### config.mk
export PLATFORM = sky130hd
export DESIGN_NAME = base64_stream_encoder
export DESIGN_NICKNAME = d
export VERILOG_FILES = /design/src/hw/rtl/b64se_pkg.sv /design/src/hw/rtl/b64se_front.sv /design/src/hw/rtl/b64se_queue.sv /design/src/hw/rtl/b64se_back.sv /design/src/hw/rtl/base64_stream_encoder.sv
export SDC_FILE = /design/constraint.sdc
export NUM_CORES = 1
export LEC_CHECK = 0
export BUFFER_PORTS_ARGS = -buffer_cell sky130_fd_sc_hd__buf_2
export CORE_UTILIZATION = 60
export CTS_CLUSTER_DIAMETER = 150
export DETAILED_ROUTE_END_ITERATION = 10
export HOLD_SLACK_MARGIN = 0.05
export PLACE_DENSITY = 0.78
export SLEW_MARGIN = 20
export SYNTH_ARGS = -nofsm -noshare
export SYNTH_HDL_FRONTEND = slang
export SYNTH_SLANG_ARGS = --single-unit
### constraint.sdc
create_clock -name i_clk -period 3.55 [get_ports i_clk]
set_input_delay 0.71 -clock i_clk [delete_from_list [all_inputs] [get_ports i_clk]]
set_output_delay 0.71 -clock i_clk [all_outputs]
set_load 0.02 [all_outputs]
### src/hw/rtl/b64se_pkg.sv
`timescale 1ns / 1ps
// ----------------------------------------------------------------------------
// b64se_pkg: shared types and constants for the base64 stream encoder
// Item structs, the queued group record and the character lookup.
// ----------------------------------------------------------------------------
package b64se_pkg;

    localparam int unsigned QueueDepth = 2;
    localparam int unsigned QPtrW      = $clog2(QueueDepth);
    localparam int unsigned QCntW      = $clog2(QueueDepth + 1);

    localparam logic [7:0] PadChar = 8'h3d;

    // Input item: one raw byte and its end-of-message flag
    typedef struct packed {
        logic [7:0] data_byte;
        logic       is_final;
    } t_in_item;

    // Output item: one character with its markers
    typedef struct packed {
        logic [7:0] text_char;
        logic       run_last;
        logic       message_end;
    } t_out_item;

    // One complete or zero-filled group waiting to be encoded
    typedef struct packed {
        logic [23:0] bits;
        logic [1:0]  nbytes;   // 1..3 bytes of real data
        logic        fin;
    } t_group;

    // Queue status seen by the front and back
    typedef struct packed {
        logic full;
        logic empty;
    } t_q_status;

    // Map a 6-bit index to its alphabet character
    function automatic logic [7:0] b64_char(input logic [5:0] idx);
        logic [7:0] c;
        if (idx < 6'd26) begin
            c = 8'h41 + {2'b00, idx};
        end else if (idx < 6'd52) begin
            c = 8'h61 + {2'b00, idx} - 8'd26;
        end else if (idx < 6'd62) begin
            c = 8'h30 + {2'b00, idx} - 8'd52;
        end else if (idx == 6'd62) begin
            c = 8'h2b;
        end else begin
            c = 8'h2f;
        end
        return c;
    endfunction

endpackage

### src/hw/rtl/b64se_front.sv
`timescale 1ns / 1ps
// ----------------------------------------------------------------------------
// b64se_front: byte collector
// Accepts raw bytes, holds up to two, and pushes a group on the third byte
// or on the final byte of a message.
// ----------------------------------------------------------------------------
module b64se_front (
    input  logic                 i_clk,
    input  logic                 i_rst_n,
    input  logic                 i_in_valid,
    output logic                 o_in_stall,
    input  b64se_pkg::t_in_item  i_in_item,
    input  b64se_pkg::t_q_status i_q_status,
    output logic                 o_push,
    output b64se_pkg::t_group    o_push_group
);

    logic [7:0] r_held0, n_held0;
    logic [7:0] r_held1, n_held1;
    logic [1:0] r_cnt, n_cnt;
    logic       accept;
    logic       two_held;

    // Stall while the queue has no room
    assign o_in_stall = i_q_status.full;
    assign accept     = i_in_valid && !i_q_status.full;
    assign two_held   = r_cnt[1];

    // Build the group and update the held bytes
    always_comb begin
        n_held0 = r_held0;
        n_held1 = r_held1;
        n_cnt   = r_cnt;
        o_push  = 1'b0;
        o_push_group.bits   = '0;
        o_push_group.nbytes = 2'd1;
        o_push_group.fin    = i_in_item.is_final;
        if (two_held) begin
            o_push_group.bits   = {r_held0, r_held1, i_in_item.data_byte};
            o_push_group.nbytes = 2'd3;
        end else if (r_cnt == 2'd1) begin
            o_push_group.bits   = {r_held0, i_in_item.data_byte, 8'h00};
            o_push_group.nbytes = 2'd2;
        end else begin
            o_push_group.bits   = {i_in_item.data_byte, 16'h0000};
            o_push_group.nbytes = 2'd1;
        end
        if (accept) begin
            if (!two_held && !i_in_item.is_final) begin
                if (r_cnt == 2'd0) begin
                    n_held0 = i_in_item.data_byte;
                end else begin
                    n_held1 = i_in_item.data_byte;
                end
                n_cnt = r_cnt + 2'd1;
            end else begin
                o_push  = 1'b1;
                n_held0 = 8'h00;
                n_held1 = 8'h00;
                n_cnt   = 2'd0;
            end
        end
    end

    always_ff @(posedge i_clk) begin
        if (!i_rst_n) begin
            r_cnt <= 2'd0;
        end else begin
            r_cnt <= n_cnt;
        end
        r_held0 <= n_held0;
        r_held1 <= n_held1;
    end

    a_cnt_range: assert property (@(posedge i_clk) disable iff (!i_rst_n)
        r_cnt != 2'd3)
        else $error("held byte count out of range");

endmodule

### src/hw/rtl/b64se_queue.sv
`timescale 1ns / 1ps
// ----------------------------------------------------------------------------
// b64se_queue: group queue
// Short first-in first-out queue between byte collector and emitter.
// ----------------------------------------------------------------------------
module b64se_queue (
    input  logic                 i_clk,
    input  logic                 i_rst_n,
    input  logic                 i_push,
    input  b64se_pkg::t_group    i_push_group,
    input  logic                 i_pop,
    output b64se_pkg::t_group    o_head,
    output b64se_pkg::t_q_status o_status
);

    b64se_pkg::t_group                  r_mem [b64se_pkg::QueueDepth];
    logic [b64se_pkg::QPtrW-1:0]        r_wr_ptr, n_wr_ptr;
    logic [b64se_pkg::QPtrW-1:0]        r_rd_ptr, n_rd_ptr;
    logic [b64se_pkg::QCntW-1:0]        r_count, n_count;

    assign o_status.full  = (r_count == b64se_pkg::QCntW'(b64se_pkg::QueueDepth));
    assign o_status.empty = (r_count == '0);
    assign o_head         = r_mem[r_rd_ptr];

    // Advance pointers and count
    always_comb begin
        n_wr_ptr = r_wr_ptr;
        n_rd_ptr = r_rd_ptr;
        n_count  = r_count;
        if (i_push) begin
            n_wr_ptr = (r_wr_ptr == b64se_pkg::QPtrW'(b64se_pkg::QueueDepth - 1))
                       ? '0 : r_wr_ptr + 1'b1;
        end
        if (i_pop) begin
            n_rd_ptr = (r_rd_ptr == b64se_pkg::QPtrW'(b64se_pkg::QueueDepth - 1))
                       ? '0 : r_rd_ptr + 1'b1;
        end
        if (i_push && !i_pop) begin
            n_count = r_count + 1'b1;
        end else if (!i_push && i_pop) begin
            n_count = r_count - 1'b1;
        end
    end

    always_ff @(posedge i_clk) begin
        if (!i_rst_n) begin
            r_wr_ptr <= '0;
            r_rd_ptr <= '0;
            r_count  <= '0;
        end else begin
            r_wr_ptr <= n_wr_ptr;
            r_rd_ptr <= n_rd_ptr;
            r_count  <= n_count;
        end
        if (i_push) begin
            r_mem[r_wr_ptr] <= i_push_group;
        end
    end

    a_no_overflow: assert property (@(posedge i_clk) disable iff (!i_rst_n)
        !(i_push && o_status.full))
        else $error("push into full queue");

    a_no_underflow: assert property (@(posedge i_clk) disable iff (!i_rst_n)
        !(i_pop && o_status.empty))
        else $error("pop from empty queue");

endmodule

### src/hw/rtl/b64se_back.sv
`timescale 1ns / 1ps
// ----------------------------------------------------------------------------
// b64se_back: character emitter
// Takes the queue head and sends its four characters, one per cycle while
// the output is not stalled, through a registered output stage.
// ----------------------------------------------------------------------------
module b64se_back (
    input  logic                 i_clk,
    input  logic                 i_rst_n,
    input  b64se_pkg::t_group    i_head,
    input  b64se_pkg::t_q_status i_q_status,
    output logic                 o_pop,
    output logic                 o_out_valid,
    input  logic                 i_out_stall,
    output b64se_pkg::t_out_item o_out_item
);

    logic [1:0]           r_k, n_k;
    logic                 r_valid, n_valid;
    b64se_pkg::t_out_item r_item, n_item;
    logic                 load;
    logic [5:0]           idx;

    // Load the output stage whenever it is empty or being taken and the queue holds a group
    assign load = (!r_valid || !i_out_stall) && !i_q_status.empty;

    always_comb begin
        case (r_k)
            2'd0:    idx = i_head.bits[23:18];
            2'd1:    idx = i_head.bits[17:12];
            2'd2:    idx = i_head.bits[11:6];
            default: idx = i_head.bits[5:0];
        endcase
    end

    // Select character or pad, advance the character index
    always_comb begin
        n_k     = r_k;
        n_valid = r_valid && i_out_stall;
        n_item  = r_item;
        o_pop   = 1'b0;
        if (load) begin
            n_valid = 1'b1;
            n_item.text_char   = (r_k <= i_head.nbytes) ? b64se_pkg::b64_char(idx)
                                                        : b64se_pkg::PadChar;
            n_item.run_last    = (r_k == 2'd3);
            n_item.message_end = (r_k == 2'd3) && i_head.fin;
            n_k = r_k + 2'd1;
            if (r_k == 2'd3) begin
                o_pop = 1'b1;
            end
        end
    end

    always_ff @(posedge i_clk) begin
        if (!i_rst_n) begin
            r_k     <= 2'd0;
            r_valid <= 1'b0;
        end else begin
            r_k     <= n_k;
            r_valid <= n_valid;
        end
        r_item <= n_item;
    end

    assign o_out_valid = r_valid;
    assign o_out_item  = r_item;

    a_end_on_last: assert property (@(posedge i_clk) disable iff (!i_rst_n)
        (r_valid && r_item.message_end) |-> r_item.run_last)
        else $error("message end on a character that is not the last of its group");

endmodule

### src/hw/rtl/base64_stream_encoder.sv
`timescale 1ns / 1ps
// ----------------------------------------------------------------------------
// base64_stream_encoder: streaming base64 encoder, standard alphabet
// Turns raw bytes into base64 characters with '=' padding.
// ----------------------------------------------------------------------------
// Usage:
//   Input channel (i_in_valid / o_in_stall / i_in_item) takes one byte per
//   item with a flag on the last byte of a message. Output channel
//   (o_out_valid / i_out_stall / o_out_item) gives one character per item.
//   Every third byte, or a final byte, yields four characters; run_last
//   marks the fourth, message_end marks the fourth of the final group.
//   A group is written into the group queue when the byte that completes
//   it is accepted; its characters then leave through the emitter's output register.
//   Throughput: one character per cycle from the emitter while the output
//   is not stalled; the input stalls only when the two-entry group queue
//   is full.
//   Reset (synchronous, active low) drops held bytes, empties the queue
//   and clears the output stage. When the receiver stalls the output
//   character holds; the queue then fills and the input stalls in turn.
// ----------------------------------------------------------------------------
module base64_stream_encoder (
    input  logic                 i_clk,
    input  logic                 i_rst_n,
    input  logic                 i_in_valid,
    output logic                 o_in_stall,
    input  b64se_pkg::t_in_item  i_in_item,
    output logic                 o_out_valid,
    input  logic                 i_out_stall,
    output b64se_pkg::t_out_item o_out_item
);

    logic                 push;
    logic                 pop;
    b64se_pkg::t_group    push_group;
    b64se_pkg::t_group    head;
    b64se_pkg::t_q_status q_status;

    b64se_front u_front (
        .i_clk        (i_clk),
        .i_rst_n      (i_rst_n),
        .i_in_valid   (i_in_valid),
        .o_in_stall   (o_in_stall),
        .i_in_item    (i_in_item),
        .i_q_status   (q_status),
        .o_push       (push),
        .o_push_group (push_group)
    );

    b64se_queue u_queue (
        .i_clk        (i_clk),
        .i_rst_n      (i_rst_n),
        .i_push       (push),
        .i_push_group (push_group),
        .i_pop        (pop),
        .o_head       (head),
        .o_status     (q_status)
    );

    b64se_back u_back (
        .i_clk       (i_clk),
        .i_rst_n     (i_rst_n),
        .i_head      (head),
        .i_q_status  (q_status),
        .o_pop       (pop),
        .o_out_valid (o_out_valid),
        .i_out_stall (i_out_stall),
        .o_out_item  (o_out_item)
    );

endmodule
Yosys cells after proc, flatten, opt, wreduce, memory -nomap -nowiden --
Memories as Yosys holds them, arrays and structs flattened. A register that Yosys moved wholly into a read port is not among the register bits. Cells that the tools add are included.
Operators by class: add/sub/neg operators 11, magnitude comparators 4, eq/ne operators 8, multiplexer cells 23, reductions and logical operators 22
Operators by type and width (number):
- 26-bit two-way mux | 2
- 8-bit two-way mux | 5
- 6-bit case mux with 3 select lines | 1
- 7-bit by 6-bit adder with 8-bit output (first input constant) | 2
- 6-bit < comparator (second input constant) | 2
- 1-bit two-way mux | 11
- 1-bit logical NOT | 8
- 8-bit by 5-bit subtractor with 8-bit output (second input constant) | 1
- 8-bit by 6-bit subtractor with 8-bit output (second input constant) | 1
- 6-bit by 6-bit adder with 7-bit output (first input constant) | 1
- 1-bit logical AND | 7
- 2-bit by 1-bit adder with 2-bit output (second input constant) | 3
- 2-bit equality test (second input constant) | 3
- 6-bit equality test (second input constant) | 1
- 2-bit logical NOT | 3
- 6-bit by 5-bit < comparator with 1-bit output (second input constant) | 1
- 2-bit two-way mux | 3
- 2-bit by 1-bit equality test with 1-bit output (second input constant) | 2
- 2-bit inequality test (second input constant) | 2
- 2-bit AND reduction | 2
- 3-bit two-way mux | 1
- 1-bit adder (second input constant) | 2
- 2-bit <= comparator | 1
- 2-bit nonzero test | 1
- 2 further kinds | 2
Storage, ports and cells: register bits after elaboration 35, RAM bits 54, bits of input ports 13, output and inout bits 12, logic and storage cells 80, memories kept 1
Memory list:
- u_queue.r_mem | words 2, bits a word 27, read ports 1, clocked after Yosys merged registers in 1, write ports 1, line b64se_queue.sv:16 | b64se_pkg::t_group r_mem [b64se_pkg::QueueDepth];

Longest topological paths before layout --
depth in word-level cells 8, depth in mapped cells 16, depth with buffers taken out 13

By module --
From an unflattened synthesis, not the netlist that was laid out.
Second synthesis, totals: cells, all modules 295, area total of the unflattened synthesis 4202.8 um^2
By module, submodules not included:
- b64se_queue | instances 1, cells an instance 106, area each 2164.6 um^2, sequential area each 1721.7 um^2
- b64se_back | instances 1, cells an instance 111, area each 1071.0 um^2, sequential area each 360.3 um^2
- b64se_front | instances 1, cells an instance 78, area each 967.2 um^2, sequential area each 520.5 um^2

Least setup slack after synthesis --
Ideal clock, no wire load.
path kind input port to flip-flop, start in i_in_valid, end mem u_queue.r_mem[0][0] (netlist bit), enable pin, library setup time 0.447 ns, data arrival time 2.856 ns, required time 3.103 ns, setup slack 0.247 ns, stages 2, buffers on the path 0, cell sequence o21ai_1 > nor3_1
On the way: longest elaborated chain between the ends 4
RTL lines:
- start: declaration | line base64_stream_encoder.sv:24 | input logic i_in_valid,
- 1-bit logical AND | line b64se_front.sv:26 | assign accept = i_in_valid && !i_q_status.full;
- 1-bit two-way mux | line b64se_front.sv:48 | if (accept) begin
- 1-bit two-way mux | line b64se_queue.sv:55 | if (i_push) begin
- 1-bit two-way mux (not written as such) | line b64se_queue.sv:56 | r_mem[r_wr_ptr] <= i_push_group;
- end: declaration | line b64se_queue.sv:16
No other way between the ends.

Worst setup path after layout --
start reg u_back.r_k[1], end reg u_back.r_item (netlist bit u_back.o_out_item[7]), data pin
On the way: longest elaborated chain between the ends 7, elaborated cells between the ends (all ways) 16
RTL lines:
- start: declaration | line b64se_back.sv:18 | logic [1:0] r_k, n_k;
- start signal: assignment | line b64se_back.sv:60 | r_k <= n_k;
- 2-bit equality test, or another cell as far along | line b64se_back.sv:28 | case (r_k)
- 6-bit case mux with 3 select lines | line b64se_back.sv:28
- 6-bit by 6-bit adder with 7-bit output | line b64se_pkg.sv:48 | c = 8'h30 + {2'b00, idx} - 8'd52;
- 8-bit by 6-bit subtractor with 8-bit output | line b64se_pkg.sv:48
- 8-bit two-way mux | line b64se_pkg.sv:47 | end else if (idx < 6'd62) begin
- 8-bit two-way mux | line b64se_pkg.sv:45 | end else if (idx < 6'd52) begin
- 8-bit two-way mux | line b64se_pkg.sv:43 | if (idx < 6'd26) begin
- end signal: assignment | line b64se_back.sv:63 | r_item <= n_item;
- end: declaration | line b64se_back.sv:20 | b64se_pkg::t_out_item r_item, n_item;
Several ways; a longest one is shown, not always the timed one. A chain may end at the register's enable or synchronous reset.

==> parameters.txt <==
Parameter                              Value

Finish
  Number of antenna diodes ... 0
  Final cell count without fillers ... 460
  Net count reported at finish ... 392
  Utilization of the core after routing ... 69.0%
  Fraction of final layout cells sized beyond drive strength 1 ... 18.7%
  Area Growth Syn to Fin ... 9.79%

Die
  Initial core utilization ... 62.9%
  X dimension of the die ... 86.8 um
  Core Footprint ... 6870 um^2
  Count of boundary I/O pins ... 25
  Die area ... 7540 um^2
  Height of the die ... 86.8 um
  Std cell rows ... 30

Clock network
  CTS H-tree depth ... 3
  Clk Latency, worst-skew pair ... 0.36 ns
  Max clock buf depth ... 2
  Hold bufs inserted after CTS ... 0
  Root Buffer Master ... sky130_fd_sc_hd__clkbuf_8
  Clock tree from TritonCTS ... done
  CTS Sinks ... 90
  Clk pin slew, worst setup/hold paths ... 0.09 ns
  TritonCTS buffer count ... 9

Critical path
  Count of cell instances traversed by the critical path ... 13
  Combined buffer and inverter count along the critical path ... 2
  Worst Setup SP ... u_back.r_k[1]
  Depth of the most critical reg-to-reg path ... 13
  Worst endpoint required time ... 3.66 ns
  CP Capture Point ... u_back.o_out_item[7]
  Crit Path Max Fanout ... 13
  Cell type group with the largest total delay on the critical path ... compound AO/OA/AOI/OAI gates
  Launch point of the worst reg-to-reg path ... u_back.r_k[1]
  Critical path type ... register to register
  Startpoint Class ... register
  Highest-delay cell along the critical path ... sky130_fd_sc_hd__ha_1
  Flop2flop setup slack ... 0.22 ns
  Crit path cell chain ... inv_1, ha_1, a22oi_1, a32oi_1, and2_1, inv_1, ha_1, nor2b_1, o31ai_1, a41o_1, a2111o_1, o211ai_1, o31ai_1
  Capturing element type of the critical path ... register
  End of the worst register-to-register path ... u_back.o_out_item[7]
  Worst endpoint data arrival time ... 3.44 ns
  Highest cell delay on the worst timing path ... 0.45 ns

Timing
  Normalized max-slew margin ... 44.6%
  Post-layout min period ... 3.33 ns
  FMAX ... 300 MHz
  Final count of hold timing violations ... 0
  Skew final ... 0.00884 ns
  Final worst-path setup slack ... 0.217 ns
  Actual transition at the worst max-transition pin ... 0.831 ns
  Final setup violating endpoints ... 0
  Max-slew violations ... 0
  Final worst path period share ... 93.9%

Power
  Leakage ... 1.70 nW
  Power density over the cells ... 572 nW/um^2
  Switching power ... 0.805 mW
  Internal power component ... 1.91 mW
  Final Power ... 2.71 mW
  Switching part of the total ... 29.7%
  Reg power frac ... 47.3%
  Logic pwr share ... 24.7%
  Portion of total power attributed to the clock network ... 28.0%
  Largest voltage drop on the vdd net ... 419 uV

Logic synthesis
  Number of synthesized register bits ... 90
  Commonest cells in the netlist ... sky130_fd_sc_hd__edfxtp_1, sky130_fd_sc_hd__and2_1, sky130_fd_sc_hd__nand2_1
  Share of synthesized cell area in and, or, nand and nor gates ... 10.8%
  Average footprint of a synthesized cell ... 12.9 um^2
  XOR/XNOR share of the synthesized area ... 1.22%
  Post-synthesis cell type count ... 53
  Area share of the largest cell type after synthesis ... 55.6%
  Main combinational cell family by area after synthesis ... compound AO/OA/AOI/OAI gates
  Mapped Cells ... 334
  Post-synth design cell area ... 4320 um^2
  Net count of the mapped netlist ... 367
  Share of async-settable or async-resettable flops after synthesis ... 0%
  Cells taking the most area after synthesis ... sky130_fd_sc_hd__edfxtp_1, sky130_fd_sc_hd__ha_1, sky130_fd_sc_hd__dfxtp_1
  Share of the yosys chip area belonging to registers ... 60.3%
  Most instantiated library cell after synthesis ... sky130_fd_sc_hd__edfxtp_1
  Count of synthesis-stage warnings from yosys ... 0
  Number of synthesized flops with an enable pin ... 80
  Adder-cell share of the synthesized area ... 5.79%
  Fraction of the mapped netlist area in compound gates ... 13.2%
  Multiplexer share of the synthesized area ... 4.55%
  Library cell occupying the most area in the post-synthesis netlist ... sky130_fd_sc_hd__edfxtp_1
  Leading register cell type out of synthesis ... sky130_fd_sc_hd__edfxtp_1

Place
  Number of cells in the design after placement ... 444
  Port Buffer Count ... 24
  Post-DP HPWL ... 5.98 mm
  Worst-case setup slack after placement ... 0.222 ns
  Last weighted congestion value of the routability-driven placer ... 0.923

Drt
  Avg Vias per Cell ... 5.95
  TritonRoute pass-1 iters ... 5
  ANT nets after route ... 0
  DRC Markers ... 0
  Initial drt markers ... 252
  Final wirelength ... 8.35 mm
  Wire length per cell after detailed routing ... 18.2 um
  Overall via count from detail_route ... 2736

GRT
  Grt met2 use ... 38.9%
  First-pass GRT wire length ... 13.4 mm
  Global-route met3 utilization ... 6.10%
  Met1 track utilization from global routing ... 32.6%
  Antenna violations before repair ... 0
  Highest-utilization routing layer at the global route stage ... met2
  Number of global-route vias before repair ... 2603
  GRT Total Usage ... 24.5%
  Largest net degree at the start of global routing ... 25
  Total congestion overflow ... 0

Run
  Max Cap Violations ... 0

Outcome
  Run status ... finished clean

Worst hold path
  Worst hold path class ... register to register
## worst min path at each step
| stage | startpoint | endpoint | slack [ns] | cells past startpoint |
|---|---|---|---|---|
| final | u_back.o_out_valid | u_back.o_out_valid | 0.51 | 2 |
| after global routing | u_back.o_out_valid | u_back.o_out_valid | 0.58 | 2 |
| after CTS | u_back.o_out_valid | u_back.o_out_valid | 0.51 | 2 |
| after detailed placement | u_back.o_out_valid | u_back.o_out_valid | 0.50 | 2 |
| after global placement | u_back.o_out_valid | u_back.o_out_valid | 0.49 | 2 |
| after floorplan | u_queue.r_count[1] | u_queue.r_count[1] | 0.48 | 2 |
## logic make-up after synthesis
group           after synthesis
simple gates                 89
buf+inv                      36
mux                          18
fa+ha+maj                    20
xor+xnor                      6
flops                        90
compound gates               75
## registers in the layout, summed over array words and instances (netlist names), named ones only
name                flops
u_queue.r_mem          54
u_back.o_out_item      10
u_front.r_held0         8
u_front.r_held1         8
u_back.r_k              2
u_front.r_cnt           2
u_queue.r_count         2
u_back.o_out_valid      1
u_queue.r_rd_ptr        1
u_queue.r_wr_ptr        1
## power groups by stage
stage / combinational, mW / clock (mW) / sequential, mW
3_5_place_dp: 0.655 / 0 / 1.31
5_1_grt: 0.738 / 0.808 / 1.29
2_1_floorplan: 0.483 / 0 / 1.33
4_1_cts: 0.660 / 0.767 / 1.28
6_report: 0.670 / 0.760 / 1.28
3_3_place_gp: 0.652 / 0 / 1.30
## layer usage
metal | up-vias | part of all wire (%)
met2 | 95 | 48
met3 | 22 | 5.1
met1 | 1311 | 44
met5 | - | 0
li1 | 1308 | -
met4 | 0 | 2.5
## through the flow
stage	instance area, um^2	hold slack, ns	setup TNS [ns]
3_5_place_dp	4520	0.499	0
3_3_place_gp	4520	0.493	0
4_1_cts	4730	0.513	0
5_1_grt	4740	0.582	-0.0238
6_report	4740	0.512	0
2_1_floorplan	4320	0.477	0
## cell usage in the layout, fill, tap and decap left out, types with 9 or more instances in the layout
| cell | netlist | routed |
|---|---|---|
| sky130_fd_sc_hd__a21oi_1 | 13 | 13 |
| sky130_fd_sc_hd__a22oi_1 | 9 | 9 |
| sky130_fd_sc_hd__and2_1 | 22 | 22 |
| sky130_fd_sc_hd__buf_2 | 6 | 24 |
| sky130_fd_sc_hd__buf_4 | 2 | 9 |
| sky130_fd_sc_hd__clkbuf_8 | 0 | 9 |
| sky130_fd_sc_hd__dfxtp_1 | 10 | 10 |
| sky130_fd_sc_hd__edfxtp_1 | 80 | 80 |
| sky130_fd_sc_hd__ha_1 | 20 | 17 |
| sky130_fd_sc_hd__inv_1 | 16 | 16 |
| sky130_fd_sc_hd__mux2_2 | 9 | 9 |
| sky130_fd_sc_hd__nand2_1 | 22 | 21 |
| sky130_fd_sc_hd__nor2_1 | 12 | 12 |
## final cells by class
cell class	instances	area [um^2]
Clock inverter	7	92.6
Sequential cell	90	2600
Fill cell	482	2130
Multi-Input combinational cell	208	1550
Tap cell	96	120
Timing Repair Buffer	33	188
Clock buffer	9	124
Inverter	17	63.8
## timing repair
action | CTS | global route
gates resized for setup | 0 | 4
buffers inserted | 0 | 0
setup endpoints to repair | 0 | 4
## worst min-delay path, stage by stage, from the launching register on
cell and delay, ns:
sky130_fd_sc_hd__dfxtp_1 0.34, sky130_fd_sc_hd__nand2_1 0.07, sky130_fd_sc_hd__a21boi_0 0.07
Power figures use the tool's default switching activity.
